`src/hw/rtl/rtsc_pkg.sv`:
```
// Shared types and constants for the resistive touch scan controller.
`timescale 1ns / 1ps
`default_nettype none

package rtsc_pkg;

    // Panel and scan geometry.
    localparam int SAMPLES       = 4;
    localparam int SCREEN_WIDTH  = 320;
    localparam int SCREEN_HEIGHT = 240;

    // Field widths.
    localparam int RAW_W   = 16;
    localparam int ADC_W   = 10;
    localparam int PIX_W   = 12;
    localparam int PHASE_W = 4;
    localparam int MODE_W  = 3;
    localparam int CIDX_W  = 3;
    localparam int CNT_W   = $clog2(SAMPLES + 1);
    localparam int PROD_W  = RAW_W + PIX_W;
    localparam int DCNT_W  = $clog2(PIX_W + 1);

    localparam logic [ADC_W-1:0]  FULL_CODE   = ADC_W'(1023);
    localparam logic [CNT_W-1:0]  SAMPLES_C   = CNT_W'(SAMPLES);
    localparam logic [PIX_W-1:0]  WIDTH_C     = PIX_W'(SCREEN_WIDTH);
    localparam logic [PIX_W-1:0]  HEIGHT_C    = PIX_W'(SCREEN_HEIGHT);
    localparam logic [DCNT_W-1:0] DIV_STEPS   = DCNT_W'(PIX_W);

    // Sequencer phases.
    localparam logic [PHASE_W-1:0] PH_PEN_DELAY = 4'd0;
    localparam logic [PHASE_W-1:0] PH_WAIT      = 4'd1;
    localparam logic [PHASE_W-1:0] PH_SET_YF    = 4'd2;
    localparam logic [PHASE_W-1:0] PH_MEAS_YF   = 4'd3;
    localparam logic [PHASE_W-1:0] PH_SET_YR    = 4'd4;
    localparam logic [PHASE_W-1:0] PH_MEAS_YR   = 4'd5;
    localparam logic [PHASE_W-1:0] PH_SET_XF    = 4'd6;
    localparam logic [PHASE_W-1:0] PH_MEAS_XF   = 4'd7;
    localparam logic [PHASE_W-1:0] PH_SET_XR    = 4'd8;
    localparam logic [PHASE_W-1:0] PH_MEAS_XR   = 4'd9;

    localparam logic [MODE_W-1:0] MODE_Y_REV = 3'd2;

    typedef enum logic [1:0] {
        KIND_TIMER  = 2'd0,
        KIND_SAMPLE = 2'd1,
        KIND_PEN    = 2'd2,
        KIND_POLL   = 2'd3
    } kind_t;

    typedef enum logic [CIDX_W-1:0] {
        CFG_X_LEFT      = 3'd0,
        CFG_X_RIGHT     = 3'd1,
        CFG_Y_TOP       = 3'd2,
        CFG_Y_BOTTOM    = 3'd3,
        CFG_SETTLE      = 3'd4,
        CFG_FIRST_SETTLE = 3'd5,
        CFG_RESCAN      = 3'd6
    } cfg_idx_t;

    typedef enum logic [1:0] {
        ST_IDLE,
        ST_MUL,
        ST_DIV,
        ST_EMIT
    } ctrl_state_t;

    typedef enum logic {
        AXIS_X = 1'b0,
        AXIS_Y = 1'b1
    } axis_t;

    typedef struct packed {
        logic  step;
        logic  mul;
        logic  div_step;
        logic  emit;
        axis_t axis;
    } dp_cmd_t;

    typedef struct packed {
        logic touch_next;
        logic clamp;
        logic div_last;
    } dp_status_t;

endpackage

`default_nettype wire

```
`src/hw/rtl/rtsc_ctrl.sv`:
```
// Controller state machine: handshakes and sequencing of the datapath.
`timescale 1ns / 1ps
`default_nettype none

module rtsc_ctrl (
    input  wire                  clk,
    input  wire                  rst_n,
    input  wire                  in_valid,
    output logic                 in_ready,
    output logic                 out_valid,
    input  wire                  out_ready,
    output rtsc_pkg::dp_cmd_t    cmd,
    input  rtsc_pkg::dp_status_t status
);
    import rtsc_pkg::*;

    ctrl_state_t state_reg, state_next;
    axis_t       axis_reg, axis_next;
    logic        out_valid_reg, out_valid_next;
    logic        slot_free;

    assign slot_free = !out_valid_reg || out_ready;

    always_ff @(posedge clk or negedge rst_n) begin
        if (!rst_n) begin
            state_reg     <= ST_IDLE;
            axis_reg      <= AXIS_X;
            out_valid_reg <= 1'b0;
        end else begin
            state_reg     <= state_next;
            axis_reg      <= axis_next;
            out_valid_reg <= out_valid_next;
        end
    end

    // Next state.
    always_comb begin
        state_next = state_reg;
        axis_next  = axis_reg;
        unique case (state_reg)
            ST_IDLE: begin
                if (in_valid) begin
                    axis_next  = AXIS_X;
                    state_next = status.touch_next ? ST_MUL : ST_EMIT;
                end
            end
            ST_MUL: begin
                if (!status.clamp) begin
                    state_next = ST_DIV;
                end else if (axis_reg == AXIS_Y) begin
                    state_next = ST_EMIT;
                end else begin
                    axis_next = AXIS_Y;
                end
            end
            ST_DIV: begin
                if (status.div_last) begin
                    if (axis_reg == AXIS_Y) begin
                        state_next = ST_EMIT;
                    end else begin
                        axis_next  = AXIS_Y;
                        state_next = ST_MUL;
                    end
                end
            end
            ST_EMIT: begin
                if (slot_free) begin
                    state_next = ST_IDLE;
                end
            end
            default: begin
                state_next = ST_IDLE;
            end
        endcase
    end

    // Outputs.
    always_comb begin
        cmd            = '0;
        cmd.axis       = axis_reg;
        in_ready       = 1'b0;
        out_valid_next = out_valid_reg && !out_ready;
        unique case (state_reg)
            ST_IDLE: begin
                in_ready = 1'b1;
                cmd.step = in_valid;
            end
            ST_MUL: begin
                cmd.mul = 1'b1;
            end
            ST_DIV: begin
                cmd.div_step = 1'b1;
            end
            ST_EMIT: begin
                cmd.emit = slot_free;
                if (slot_free) begin
                    out_valid_next = 1'b1;
                end
            end
            default: begin
                cmd = '0;
            end
        endcase
    end

    assign out_valid = out_valid_reg;

endmodule

`default_nettype wire

```
`src/hw/rtl/rtsc_datapath.sv`:
```
// Datapath: configuration, scan state, pixel scaling unit and result register.
`timescale 1ns / 1ps
`default_nettype none

module rtsc_datapath (
    input  wire                               clk,
    input  wire                               rst_n,
    input  wire                               cfg_we,
    input  rtsc_pkg::cfg_idx_t                cfg_index,
    input  wire  [rtsc_pkg::RAW_W-1:0]        cfg_data,
    input  rtsc_pkg::kind_t                   kind,
    input  wire  [rtsc_pkg::ADC_W-1:0]        adc_sample,
    input  wire                               pen_level,
    input  rtsc_pkg::dp_cmd_t                 cmd,
    output rtsc_pkg::dp_status_t              status,
    output logic [rtsc_pkg::PHASE_W-1:0]      phase,
    output logic [rtsc_pkg::MODE_W-1:0]       panel_mode,
    output logic                              adc_channel,
    output logic                              adc_start,
    output logic                              timer_start,
    output logic [rtsc_pkg::RAW_W-1:0]        timer_load,
    output logic                              pen_irq_enable,
    output logic                              touched,
    output logic [rtsc_pkg::PIX_W-1:0]        x_pixel,
    output logic [rtsc_pkg::PIX_W-1:0]        y_pixel
);
    import rtsc_pkg::*;

    // Configuration registers.
    logic [RAW_W-1:0] x_left_reg, x_right_reg, y_top_reg, y_bottom_reg;
    logic [RAW_W-1:0] settle_reg, first_settle_reg, rescan_reg;

    // Scan state.
    logic [PHASE_W-1:0] seq_phase_reg, seq_phase_next;
    logic [CNT_W-1:0]   count_reg, count_next;
    logic [RAW_W-1:0]   x_total_reg, x_total_next, y_total_reg, y_total_next;
    logic [RAW_W-1:0]   x_latched_reg, x_latched_next, y_latched_reg, y_latched_next;
    logic               touch_reg, touch_next, scan_done_reg, scan_done_next;
    logic               irq_reg, irq_next;

    // Per-item result fields held until scaling finishes.
    logic [PHASE_W-1:0] r_phase_reg;
    logic               r_adc_start_reg, r_timer_start_reg, r_irq_reg, r_touch_reg;
    logic [RAW_W-1:0]   r_timer_load_reg;
    logic [PIX_W-1:0]   r_x_pix_reg, r_y_pix_reg;

    // Output register.
    logic [PHASE_W-1:0] o_phase_reg;
    logic               o_adc_start_reg, o_timer_start_reg, o_irq_reg, o_touch_reg;
    logic [RAW_W-1:0]   o_timer_load_reg;
    logic [PIX_W-1:0]   o_x_pix_reg, o_y_pix_reg;

    // Step results.
    logic             st_adc_start, st_timer_start;
    logic [RAW_W-1:0] st_timer_load;
    logic [RAW_W-1:0] sample_term;
    logic [CNT_W-1:0] count_inc;

    // Scaling unit.
    logic [RAW_W-1:0]  sc_raw, sc_lo, sc_hi;
    logic [PIX_W-1:0]  sc_size;
    logic              sc_below, sc_above;
    logic [RAW_W-1:0]  sc_diff;
    logic [PROD_W-1:0] sc_prod;
    logic [PIX_W-1:0]  sc_clamped;
    logic [RAW_W-1:0]  rem_reg, rem_next;
    logic [PIX_W-1:0]  dq_reg, dq_next;
    logic [RAW_W-1:0]  dvs_reg;
    logic [DCNT_W-1:0] dcnt_reg;
    logic [RAW_W:0]    trial;
    logic              trial_ge;

    always_ff @(posedge clk or negedge rst_n) begin
        if (!rst_n) begin
            x_left_reg       <= RAW_W'(800);
            x_right_reg      <= RAW_W'(7320);
            y_top_reg        <= RAW_W'(1000);
            y_bottom_reg     <= RAW_W'(7200);
            settle_reg       <= RAW_W'(100);
            first_settle_reg <= RAW_W'(1000);
            rescan_reg       <= RAW_W'(10000);
        end else if (cfg_we) begin
            unique case (cfg_index)
                CFG_X_LEFT:       x_left_reg       <= cfg_data;
                CFG_X_RIGHT:      x_right_reg      <= cfg_data;
                CFG_Y_TOP:        y_top_reg        <= cfg_data;
                CFG_Y_BOTTOM:     y_bottom_reg     <= cfg_data;
                CFG_SETTLE:       settle_reg       <= cfg_data;
                CFG_FIRST_SETTLE: first_settle_reg <= cfg_data;
                CFG_RESCAN:       rescan_reg       <= cfg_data;
                default:          ;
            endcase
        end
    end

    assign count_inc = count_reg + 1'b1;

    // Sample term: the reversed Y and forward X phases take the complement.
    always_comb begin
        case (seq_phase_reg) inside
            PH_MEAS_YR, PH_MEAS_XF: sample_term = RAW_W'(FULL_CODE - adc_sample);
            default:                sample_term = RAW_W'(adc_sample);
        endcase
    end

    // One item of the scan sequencer.
    always_comb begin
        seq_phase_next = seq_phase_reg;
        count_next     = count_reg;
        x_total_next   = x_total_reg;
        y_total_next   = y_total_reg;
        x_latched_next = x_latched_reg;
        y_latched_next = y_latched_reg;
        touch_next     = touch_reg;
        scan_done_next = scan_done_reg;
        irq_next       = irq_reg;
        st_adc_start   = 1'b0;
        st_timer_start = 1'b0;
        st_timer_load  = '0;
        unique case (kind)
            KIND_TIMER: begin
                case (seq_phase_reg) inside
                    PH_SET_YF, PH_SET_YR, PH_SET_XF, PH_SET_XR: begin
                        seq_phase_next = seq_phase_reg + 1'b1;
                        st_adc_start   = 1'b1;
                    end
                    PH_PEN_DELAY: begin
                        seq_phase_next = PH_WAIT;
                        if (!pen_level) begin
                            touch_next     = 1'b0;
                            scan_done_next = 1'b0;
                            irq_next       = 1'b1;
                        end else begin
                            if (scan_done_reg) begin
                                x_latched_next = x_total_reg;
                                y_latched_next = y_total_reg;
                            end
                            touch_next     = scan_done_reg;
                            count_next     = '0;
                            x_total_next   = '0;
                            y_total_next   = '0;
                            seq_phase_next = PH_SET_YF;
                            st_timer_start = 1'b1;
                            st_timer_load  = scan_done_reg ? settle_reg : first_settle_reg;
                        end
                    end
                    default: ;
                endcase
            end
            KIND_SAMPLE: begin
                case (seq_phase_reg) inside
                    PH_MEAS_YF, PH_MEAS_YR, PH_MEAS_XF, PH_MEAS_XR: begin
                        if (seq_phase_reg == PH_MEAS_YF || seq_phase_reg == PH_MEAS_YR) begin
                            y_total_next = y_total_reg + sample_term;
                        end else begin
                            x_total_next = x_total_reg + sample_term;
                        end
                        if (count_inc == SAMPLES_C) begin
                            count_next     = '0;
                            st_timer_start = 1'b1;
                            if (seq_phase_reg == PH_MEAS_XR) begin
                                seq_phase_next = PH_PEN_DELAY;
                                st_timer_load  = rescan_reg;
                                scan_done_next = 1'b1;
                            end else begin
                                seq_phase_next = seq_phase_reg + 1'b1;
                                st_timer_load  = settle_reg;
                            end
                        end else begin
                            count_next   = count_inc;
                            st_adc_start = 1'b1;
                        end
                    end
                    default: ;
                endcase
            end
            KIND_PEN: begin
                if (irq_reg) begin
                    irq_next = 1'b0;
                    if (seq_phase_reg == PH_WAIT) begin
                        count_next     = '0;
                        x_total_next   = '0;
                        y_total_next   = '0;
                        seq_phase_next = PH_SET_YF;
                        st_timer_start = 1'b1;
                        st_timer_load  = touch_reg ? settle_reg : first_settle_reg;
                    end
                end
            end
            KIND_POLL: ;
            default: ;
        endcase
    end

    always_ff @(posedge clk or negedge rst_n) begin
        if (!rst_n) begin
            seq_phase_reg <= PH_PEN_DELAY;
            count_reg     <= '0;
            x_total_reg   <= '0;
            y_total_reg   <= '0;
            x_latched_reg <= '0;
            y_latched_reg <= '0;
            touch_reg     <= 1'b0;
            scan_done_reg <= 1'b0;
            irq_reg       <= 1'b0;
        end else if (cmd.step) begin
            seq_phase_reg <= seq_phase_next;
            count_reg     <= count_next;
            x_total_reg   <= x_total_next;
            y_total_reg   <= y_total_next;
            x_latched_reg <= x_latched_next;
            y_latched_reg <= y_latched_next;
            touch_reg     <= touch_next;
            scan_done_reg <= scan_done_next;
            irq_reg       <= irq_next;
        end
    end

    // Scaling: clamp to the window, else (raw - lo) * size / (hi - lo).
    always_comb begin
        if (cmd.axis == AXIS_X) begin
            sc_raw  = x_latched_reg;
            sc_lo   = x_left_reg;
            sc_hi   = x_right_reg;
            sc_size = WIDTH_C;
        end else begin
            sc_raw  = y_latched_reg;
            sc_lo   = y_top_reg;
            sc_hi   = y_bottom_reg;
            sc_size = HEIGHT_C;
        end
    end

    assign sc_below   = sc_raw <= sc_lo;
    assign sc_above   = sc_raw >= sc_hi;
    assign sc_diff    = sc_raw - sc_lo;
    assign sc_prod    = PROD_W'(sc_diff) * PROD_W'(sc_size);
    assign sc_clamped = sc_below ? '0 : sc_size;

    // Restoring divide, one quotient bit a step. The quotient is below the
    // screen size, so the top bits of the product start below the divisor.
    assign trial    = {rem_reg, dq_reg[PIX_W-1]};
    assign trial_ge = trial >= {1'b0, dvs_reg};
    assign rem_next = trial_ge ? RAW_W'(trial - {1'b0, dvs_reg}) : trial[RAW_W-1:0];
    assign dq_next  = {dq_reg[PIX_W-2:0], trial_ge};

    always_ff @(posedge clk) begin
        if (cmd.mul) begin
            rem_reg  <= sc_prod[PROD_W-1:PIX_W];
            dq_reg   <= sc_prod[PIX_W-1:0];
            dvs_reg  <= sc_hi - sc_lo;
            dcnt_reg <= DIV_STEPS;
        end else if (cmd.div_step) begin
            rem_reg  <= rem_next;
            dq_reg   <= dq_next;
            dcnt_reg <= dcnt_reg - 1'b1;
        end
    end

    assign status.touch_next = touch_next;
    assign status.clamp      = sc_below || sc_above;
    assign status.div_last   = dcnt_reg == DCNT_W'(1);

    // Pending result.
    always_ff @(posedge clk) begin
        if (cmd.step) begin
            r_phase_reg       <= seq_phase_next;
            r_adc_start_reg   <= st_adc_start;
            r_timer_start_reg <= st_timer_start;
            r_timer_load_reg  <= st_timer_load;
            r_irq_reg         <= irq_next;
            r_touch_reg       <= touch_next;
            r_x_pix_reg       <= '0;
            r_y_pix_reg       <= '0;
        end else if ((cmd.mul && status.clamp) || (cmd.div_step && status.div_last)) begin
            if (cmd.axis == AXIS_X) begin
                r_x_pix_reg <= cmd.mul ? sc_clamped : dq_next;
            end else begin
                r_y_pix_reg <= cmd.mul ? sc_clamped : dq_next;
            end
        end
    end

    // Output register.
    always_ff @(posedge clk) begin
        if (cmd.emit) begin
            o_phase_reg       <= r_phase_reg;
            o_adc_start_reg   <= r_adc_start_reg;
            o_timer_start_reg <= r_timer_start_reg;
            o_timer_load_reg  <= r_timer_load_reg;
            o_irq_reg         <= r_irq_reg;
            o_touch_reg       <= r_touch_reg;
            o_x_pix_reg       <= r_x_pix_reg;
            o_y_pix_reg       <= r_y_pix_reg;
        end
    end

    assign phase          = o_phase_reg;
    assign panel_mode     = o_phase_reg[PHASE_W-1:1];
    assign adc_channel    = panel_mode <= MODE_Y_REV;
    assign adc_start      = o_adc_start_reg;
    assign timer_start    = o_timer_start_reg;
    assign timer_load     = o_timer_load_reg;
    assign pen_irq_enable = o_irq_reg;
    assign touched        = o_touch_reg;
    assign x_pixel        = o_x_pix_reg;
    assign y_pixel        = o_y_pix_reg;

endmodule

`default_nettype wire

```
`src/hw/rtl/resistive_touch_scan_controller_unit.sv`:
```
// Top level of the four-wire resistive touch panel scan controller.
`timescale 1ns / 1ps
`default_nettype none

// Channel  | Handshake             | Beat contents
// ---------+-----------------------+---------------------------------------------
// in       | in_valid / in_ready   | kind, adc_sample, pen_level
// out      | out_valid / out_ready | phase, panel_mode, adc_channel, adc_start,
//          |                       | timer_start, timer_load, pen_irq_enable,
//          |                       | touched, x_pixel, y_pixel
// cfg      | cfg_valid / cfg_ready | cfg_index, cfg_data
//
// Each input beat yields exactly one output beat. The sequencer step is taken
// in the cycle the input beat is accepted. Without a latched touch the
// controller goes straight to its emit state; with a touch, each axis takes a
// multiply step and then the shared restoring divider (a clamped axis skips
// the divide). The emit state loads the output register once the output slot
// is free, and the controller then returns to idle. One item is in flight at
// a time; the output register lets a new input beat be accepted while the
// previous result still waits for out_ready.
// Reset is asynchronous and active low and loads the calibration and delay
// registers with their defaults; no clearing pass is needed. The configuration
// port is always ready.

module resistive_touch_scan_controller_unit (
    input  wire                           clk,
    input  wire                           rst_n,
    // Input beats.
    input  wire                           in_valid,
    output logic                          in_ready,
    input  wire  [1:0]                    kind,
    input  wire  [rtsc_pkg::ADC_W-1:0]    adc_sample,
    input  wire                           pen_level,
    // Result beats.
    output logic                          out_valid,
    input  wire                           out_ready,
    output logic [rtsc_pkg::PHASE_W-1:0]  phase,
    output logic [rtsc_pkg::MODE_W-1:0]   panel_mode,
    output logic                          adc_channel,
    output logic                          adc_start,
    output logic                          timer_start,
    output logic [rtsc_pkg::RAW_W-1:0]    timer_load,
    output logic                          pen_irq_enable,
    output logic                          touched,
    output logic [rtsc_pkg::PIX_W-1:0]    x_pixel,
    output logic [rtsc_pkg::PIX_W-1:0]    y_pixel,
    // Configuration writes.
    input  wire                           cfg_valid,
    output logic                          cfg_ready,
    input  wire  [rtsc_pkg::CIDX_W-1:0]   cfg_index,
    input  wire  [rtsc_pkg::RAW_W-1:0]    cfg_data
);
    import rtsc_pkg::*;

    dp_cmd_t    cmd;
    dp_status_t status;

    // Registers are to be written only while the block is idle; the block does
    // not enforce it. The port is always ready, so a write is taken at once.
    assign cfg_ready = 1'b1;

    rtsc_ctrl u_ctrl (
        .clk       (clk),
        .rst_n     (rst_n),
        .in_valid  (in_valid),
        .in_ready  (in_ready),
        .out_valid (out_valid),
        .out_ready (out_ready),
        .cmd       (cmd),
        .status    (status)
    );

    rtsc_datapath u_datapath (
        .clk            (clk),
        .rst_n          (rst_n),
        .cfg_we         (cfg_valid && cfg_ready),
        .cfg_index      (cfg_idx_t'(cfg_index)),
        .cfg_data       (cfg_data),
        .kind           (kind_t'(kind)),
        .adc_sample     (adc_sample),
        .pen_level      (pen_level),
        .cmd            (cmd),
        .status         (status),
        .phase          (phase),
        .panel_mode     (panel_mode),
        .adc_channel    (adc_channel),
        .adc_start      (adc_start),
        .timer_start    (timer_start),
        .timer_load     (timer_load),
        .pen_irq_enable (pen_irq_enable),
        .touched        (touched),
        .x_pixel        (x_pixel),
        .y_pixel        (y_pixel)
    );

endmodule

`default_nettype wire
```
`config.mk`:
```
export PLATFORM = sky130hd
export DESIGN_NAME = resistive_touch_scan_controller_unit
export DESIGN_NICKNAME = d
export VERILOG_FILES = /design/src/hw/rtl/rtsc_pkg.sv /design/src/hw/rtl/rtsc_ctrl.sv /design/src/hw/rtl/rtsc_datapath.sv /design/src/hw/rtl/resistive_touch_scan_controller_unit.sv
export SDC_FILE = /design/constraint.sdc
export NUM_CORES = 1
export LEC_CHECK = 0
export BUFFER_PORTS_ARGS = -buffer_cell sky130_fd_sc_hd__clkbuf_2
export CAP_MARGIN = 20
export CORE_ASPECT_RATIO = 1.2
export CORE_UTILIZATION = 30
export DETAILED_ROUTE_END_ITERATION = 8
export PLACE_DENSITY = 0.5
export RECOVER_POWER = 50
export SYNTH_ARGS = -nofsm -noshare
export SYNTH_HDL_FRONTEND = slang
export SYNTH_SLANG_ARGS = --single-unit
```
`constraint.sdc`:
```
create_clock -name clk -period 9.4 [get_ports clk]
set_input_delay 2.82 -clock clk [delete_from_list [all_inputs] [get_ports clk]]
set_output_delay 2.82 -clock clk [all_outputs]
set_load 0.01 [all_outputs]
```
==> results.txt, run 1 <==
The run finished, with violations left. The final reports fail on capacitance limit, slew limit. The worst hold path belongs to the class flop to flop. In the final layout, the share of cells above drive strength 1 is 0.200. The total global routing track utilization came out at 0.142. In this run the critical register-to-register path is launched from u_ctrl.axis_reg.

The number of DRC violations after detailed-routing iteration 0 is around 630. The average wire per standard cell is approximately 17 um. Measured along the y axis, the die boundary spans 282 um. The share of synthesized registers carrying an async set or reset came out at 0.569.

The layout overhead on the synthesized area is 13.0%. Data on the critical path is required at its endpoint by 9.56 ns. The clock root buffer is clkbuf_16. The number of instances resized during post-cts repair came out at 0. The clock buffer count from CTS came out at 37.

TritonCTS built the clock tree. For this design, the sink count on the clock tree is 334. After layout, the minimum clock period comes to about 7.6 ns. The routed length on met1 is 20100 um.

dfrtp_1 takes more of the synthesized area than any other cell. slightly above 90 I/O pins were placed. The number of core rows is about 100. The setup skew after layout came out at roughly 0.013 ns. The post-detailed-route count of antenna-violating nets came out at 0. The length of routed met2 wiring is 23600 um.

The register area share after synthesis came out at 0.451. The final HPWL from detailed placement is ~35000 um. Global routing finished with a remaining overflow of 0. The first-pass iteration count of the detailed router is 5. The upper clock frequency limit came out at 131 MHz. The number of hold-slack violations in the final timing report is 0. The post-synthesis average cell area came out at approximately 11 um^2. The post-route clock period utilization came out at 0.812. The endpoint type of the worst setup path is a flop. The count of nets after finishing is between 2000 and 2500.

The most numerous cell in the Yosys netlist is ha_1. The register bit total from synthesis is approximately 330. The die width is 235 um.

After synthesis, the share of cell area in mux cells is 0.117. The critical path starts at u_ctrl.axis_reg. The fraction of synthesized cell area taken by the top area cell type came out at 0.201.

The number of antenna diodes came out at 0. The max-capacitance violation count came out at 5. The cell area after synthesis is slightly below 20000 um^2.

During synthesis, Yosys emitted a total of 0 warnings. Of the total synthesized cell area, the portion taken by full adders, half adders and majority gates is 0.140. The total area inside the core boundary comes to roughly 65000 um^2. The headroom to the max-slew limit is -1.71. The wire length of the first global-routing pass is 74800 um. Of the total synthesized cell area, the portion taken by AND, OR, NAND and NOR gates is 0.103. The final setup violation count is 0. Of the total synthesized cell area, the portion taken by XOR and XNOR cells is 0.0326.

Setup repair after global routing left no endpoint under its margin. For the pin with the worst max-slew slack, the measured transition is 4.07 ns. In this run the post-CTS setup repair buffer count came out at 0. Wires add up to roughly 47000 um.

The via count of the first global-routing pass is approximately 14000. The final core utilization is 0.343. Ranked by instance count, the synthesized netlist is headed by 164 x ha_1, 157 x dfrtp_1, 144 x mux2_2, 136 x nand2_1, 116 x edfxtp_1. The count of pins over their slew limit came out at 318.

The level count of the clock H-tree is 2. Hold repair after CTS inserted 0 buffers. For this run, design rule violations remaining after detail routing come to 0. The detailed router used layers up to and including met4. For this configuration, the core starts out at a cell density of 0.303. The routability congestion estimate from global placement is 0.877. The sort of element at the start of the critical path is a flop. The clock reaches the later pin of the worst-skew pair after around 0.55 ns. The number of antenna violations at the first check in global routing was 0. The number of enable-type register cells in the synthesized netlist came out at roughly 120. The via count is between 10000 and 15000. The final cell area excluding filler cells came out at about 22000 um^2. The worst setup path is of the flop to flop kind. The ratio of routed vias to standard cells is a little under 5. The fraction of the mapped netlist area in compound gates came out at 0.119. The clock passes through at most 3 buffers. By area the synthesized netlist is led by dfrtp_1 20%, edfxtp_1 18%, ha_1 10%.

The count of input and output buffers came out at 90. In the final timing run, aggregate negative setup slack is 0 ns. The standard cell area after detailed placement came out at about 21000 um^2. The count of distinct cell types in the synthesized netlist came out at between 70 and 80. After clock tree synthesis, the clock-pin slew on the worst setup and hold paths is approximately 0.060 ns. The largest fanout of any net on the critical path is 24. The synthesized netlist cell count came out at 1760. After synthesis, the largest family of logic cells by area is adder cells. The full die area is between 60000 and 70000 um^2.

At the worst endpoint, the arrival time is slightly below 8 ns. The start point of the worst hold path is u_datapath.r_phase_reg[2]. The most used flip-flop cell after synthesis is dfrtp_1.

The routed length on met3 is about 1400 um. Entering global routing, the biggest net connects roughly 170 pins. When the netlist entered floorplanning its net count stood at around 2000.
metrics by stage:
step	cells	setup WS [ns]	hold WS (ns)
2_1_floorplan	1760	2.57	0.400
3_3_place_gp	2631	2.19	0.403
3_5_place_dp	2632	2.14	0.405
4_1_cts	2699	2.10	0.420
5_1_grt	2699	0.825	0.425
6_report	2699	1.77	0.418
placed cells by master (no fill, tap or decap), types with 17 or more instances in the layout:
cell type and count:
a211oi_1 17, a21o_1 36, a21oi_1 76, a22oi_1 17, clkbuf_16 37, clkbuf_2 87, dfrtp_1 157, dfstp_2 33
dfxtp_1 28, edfxtp_1 116, fa_1 35, ha_1 164, inv_1 107, mux2_2 144, mux2_4 20, mux2i_1 37
nand2_1 136, nand3_1 58, nor2_1 86, nor2b_1 30, nor3_1 27, o21ai_0 77, xnor2_1 39, xor2_1 34
worst max-delay path, stage by stage (launching register included):
cell and delay [ns]:
dfrtp_1 1.07, buf_4 0.56, mux2i_1 0.41, ha_1 0.36, a21oi_1 0.23, o21ai_0 0.14, nor4_1 0.39, o21bai_1 0.14
a21oi_1 0.19, xnor2_1 0.20, and2_1 0.21, ha_1 0.26, fa_1 0.46, fa_1 0.49, ha_1 0.31, ha_1 0.34
nand3_1 0.10, a211o_1 0.27, a311oi_1 0.54, a31oi_1 0.19, xnor2_1 0.15, nand2_1 0.06, o311ai_0 0.16
kinds of logic (layout without fill, tap and decap cells):
group                      after synthesis  count (layout)
buffers and inverters                  177             284
adders and majority gates              199             199
AOI/OAI and AO/OA                      352             352
DFF                                    334             334
xor gates and xnor gates                73              73
other                                    1               1
and+or+nand+nor                        423             423
muxes                                  201             201
worst paths after layout:
| path | to | slack, ns | cells after the start |
|---|---|---|---|
| max | u_datapath.rem_reg[10] | 1.77 | 22 |
| min | u_datapath.phase[2] | 0.42 | 0 |
| max reg2reg | u_datapath.rem_reg[10] | 1.77 | 22 |
| min reg2reg | u_datapath.phase[2] | 0.42 | 0 |
| max in group asynchronous | u_datapath.y_bottom_reg[3] | 1.91 | 2 |
| min in group asynchronous | u_datapath.seq_phase_reg[1] | 2.69 | 1 |
final cells by class:
cell class | instances | area (um^2)
multi-input cells | 1249 | 10100
clock inverters | 22 | 211
well taps | 832 | 1040
repair buffers | 109 | 567
flip-flops and latches | 334 | 8840
inverters | 108 | 405
fillers | 6499 | 42400
clock buffers | 45 | 976
per-layer routing:
layer / global-route usage / up-vias
met5: 0 / -
met4: 0.0560 / 0
met3: 0.0190 / 81
met2: 0.256 / 195
met1: 0.170 / 6483
li1: - / 6539
Power of run 1 is left out: the tool's default activity adds up to more than one toggle a clock period on the data nets, which glitch-free logic cannot reach.
==> run 2, diff against run 1 <==
Clock period 9.4 ns to 7.45 ns, I/O delays scaled along.
==> run 2 against run 1 <==
  * The flow still finishes with violations (capacitance limit, slew limit)
  * Flip-flop and latch count stayed put
  * Worst hold slack hardly changed
  * First-iteration DRC count is 2.4% higher
  * Critical path depth is 1 higher
  * Maximum frequency is 9.9% higher
  * Non-clock buffer count is 4 higher
  * Clock skew is 0.0075 ns higher
  * Largest cell class unchanged
==> results.txt, run 2 (synthesized netlist as in run 1, its figures left out) <==
Outcome: finished, violations left (unchanged). Violated checks: capacitance limit, slew limit (unchanged). The required time of the worst setup path is 7.69 ns (was 9.56 ns). Crit path cell chain: buf_12 > mux2_2 > ha_1 > o21a_1 > o31ai_1 > a2111oi_0 > nor4_1 > o21bai_1 > a21oi_1 > xnor2_1 > and2_1 > ha_1 > fa_1 > fa_1 > ha_1 > ha_1 > a21oi_1 > o31ai_1 > a211oi_1 > o21bai_1 > a21oi_1 > xor2_1 > a21oi_1 (was buf_4 > mux2i_1 > ha_1 > a21oi_1 > o21ai_0 > nor4_1 > o21bai_1 > a21oi_1 > xnor2_1 > and2_1 > ha_1 > fa_1 > fa_1 > ha_1 > ha_1 > nand3_1 > a211o_1 > a311oi_1 > a31oi_1 > xnor2_1 > nand2_1 > o311ai_0).

The clock-pin slew reported for the worst setup and hold paths after clock tree synthesis came out at 0.06 ns (about the same). The layout overhead on the synthesized area is 13.3% (was 13.0%). The clock buffer count from CTS came out at 36 (was 37). The endpoint type of the worst setup path is a flop (unchanged). The count of nets after finishing came to 2078 (was 2075). The slowest cell on the critical path was dfrtp_2 (was dfrtp_1).

The worst hold path stage count is 0 (unchanged). The via count came out at 13319 (was 13298). The flop-to-flop setup slack was 0.51 ns (was 1.77 ns). The most frequent standard cell in the layout excluding fill and tap cells is ha_1 (unchanged). The upper clock frequency limit is 144 MHz (was 131 MHz). The post-route clock period utilization came out at 0.932 (was 0.812). The count of pins over their slew limit came out at 223 (was 318).

The number of antenna violations at the first check in global routing is 0 (unchanged). The number of core rows is 102 (unchanged). The worst-case reg-to-reg path depth came to 23 (was 22). The setup skew after layout came out at 0.0209 ns (was 0.0134 ns). The worst-case clock buffer depth is 3 (unchanged). The reg-to-reg endpoint was u_datapath.rem_reg[11] (was u_datapath.rem_reg[10]). The start-to-end type of the worst setup path is flop to flop (unchanged). The full die area came to 66300 um^2 (unchanged).

Most used cells in the layout excluding fill and tap cells: 164 x ha_1, 156 x dfrtp_1, 143 x mux2_2 (was 164 x ha_1, 157 x dfrtp_1, 144 x mux2_2). The via count of the first global-routing pass came to 13635 (was 13523). The initial standard-cell utilization of the core is 0.303 (unchanged). The number of buffer and inverter stages on the critical path came out at 1 (unchanged).

The worst-case setup slack after placement came to 0.322 ns (was 2.14 ns). The first-pass iteration count of the detailed router came out at 5 (unchanged). The cell family with the largest share of critical-path delay is compound AO/OA/AOI/OAI gates (was adder cells). The sink of the worst hold path is u_datapath.timer_load[10] (was u_datapath.phase[2]).

The total overflow reported by the global router is 0 (unchanged). The final setup violation count is 0 (unchanged). The TritonCTS clock tree is done (unchanged). The vertical extent of the die is 282 um (unchanged). The sequential cell area in the final layout is 8840 um^2 (about the same).

The share of cells above drive strength 1 was 0.199 (was 0.200). The number of hold-slack violations in the final timing report came out at 0 (unchanged). The total global routing track utilization came to 0.138 (was 0.142). The headroom to the max-slew limit is -0.482 (was -1.71). The start point of the worst hold path was u_datapath.r_timer_load_reg[10] (was u_datapath.r_phase_reg[2]). The largest fanout of any net on the critical path is 16 (was 24). The minimum period implied by the final worst setup slack is 6.94 ns (was 7.63 ns). The area of the core came out at 64600 um^2 (unchanged).

RSZ-0062 raised after global routing: false (unchanged). The number of clock sinks came out at 334 (unchanged). The post-detailed-route count of antenna-violating nets is 0 (unchanged). The die width came to 235 um (unchanged).

The arrival time at the worst endpoint came out at 7.18 ns (was 7.79 ns). The total negative slack is 0 ns (unchanged). The classification of the worst-slack hold path is flop to flop (unchanged). The final HPWL from detailed placement came out at 35000 um (was 35200 um).

The post-route DRC violation count came out at 0 (unchanged). The routability congestion estimate from global placement is 0.871 (was 0.877). The count of input and output buffers is 90 (unchanged).

The later-pin clock latency in the skew report came out at 0.53 ns (was 0.55 ns). The actual transition at the worst max-transition pin is 2.22 ns (was 4.07 ns). The worst stage delay on the critical path came out at 0.62 ns (was 1.07 ns). The setup slack after layout was 0.510 ns (was 1.77 ns). The sort of element at the start of the critical path was a flop (unchanged). The footprint of the multi-input gates is 10100 um^2 (about the same). The number of top-level design ports came to 92 (unchanged).

The startpoint of the worst-slack reg-to-reg timing path is u_ctrl.axis_reg (unchanged). The number of DRC violations after detailed-routing iteration 0 was 642 (was 627). The post-detailed-routing wire length came out at 46300 um (was 46600 um). The wire length of the first global-routing pass is 73500 um (was 74800 um). The clock root buffer is clkbuf_16 (unchanged). The level count of the clock H-tree is 2 (unchanged). The ratio of routed vias to standard cells is 4.93 (about the same). The total of fill cells in the finished design is 6414 (was 6499). The final worst hold slack is 0.418 ns (about the same). The max-capacitance violation count is 3 (was 5). The pin count of the biggest net entering global routing is 161 (was 166). The average wire per standard cell came out at 17.1 um (was 17.3 um).
-- run 2: worst register-to-register path: cells and delay by family (launching register included) --
family,cells,cell delay (ns)
AO/OA/AOI/OAI,11,2.31
XOR/XNOR,2,0.49
adder cells (fa/ha/maj),6,2.24
buffers and inverters,1,0.23
flip-flops,1,0.62
multiplexers,1,0.37
AND/OR/NAND/NOR,2,0.40
-- run 2: how the worst max path moves through the flow --
stage / startpoint / end / cells after the start
final: u_ctrl.axis_reg / u_datapath.rem_reg[11] / 23
after global routing: u_ctrl.axis_reg / u_datapath.rem_reg[11] / 23
after CTS: u_ctrl.axis_reg / u_datapath.rem_reg[12] / 22
after detailed placement: u_ctrl.axis_reg / u_datapath.rem_reg[12] / 22
after global placement: u_ctrl.axis_reg / u_datapath.rem_reg[12] / 22
after floorplan: u_ctrl.axis_reg / u_datapath.rem_reg[12] / 24
-- run 2: timing repair --
action,in CTS,in global routing
resized for setup,0,1
endpoints found under the setup margin,0,2
hold buffers,0,0
buffers inserted,0,0
-- run 2: final cells by class --
type / count / share of cell area
Sequential cell: 334 / 0.398
Timing Repair Buffer: 113 / 0.0282
Inverter: 108 / 0.0183
Multi-Input combinational cell: 1249 / 0.455
Clock inverter: 14 / 0.00710
Tap cell: 832 / 0.0469
Clock buffer: 51 / 0.0464
Antenna cell: 1 / 0.000113
-- run 2: per-layer routing --
| metal | wire length [um] | global-route usage | part of all wire | vias to the layer above |
|---|---|---|---|---|
| met2 | 24000 | 0.257 | 0.52 | 205 |
| li1 | - | - | - | 6542 |
| met3 | 1300 | 0.0157 | 0.028 | 79 |
| met4 | 1420 | 0.0498 | 0.031 | 0 |
| met5 | 0 | 0 | 0 | - |
| met1 | 19600 | 0.164 | 0.42 | 6493 |
-- run 2: per-stage QoR --
stage               cells  cell area (um^2)   util
finish               2702             22200  0.344
global route         2701             22200  0.344
CTS                  2699             22200  0.344
detailed placement   2634             21000  0.326
global placement     2633             21000  0.326
floorplan            1760             19600      -
Power of run 2 is left out for the same reason.
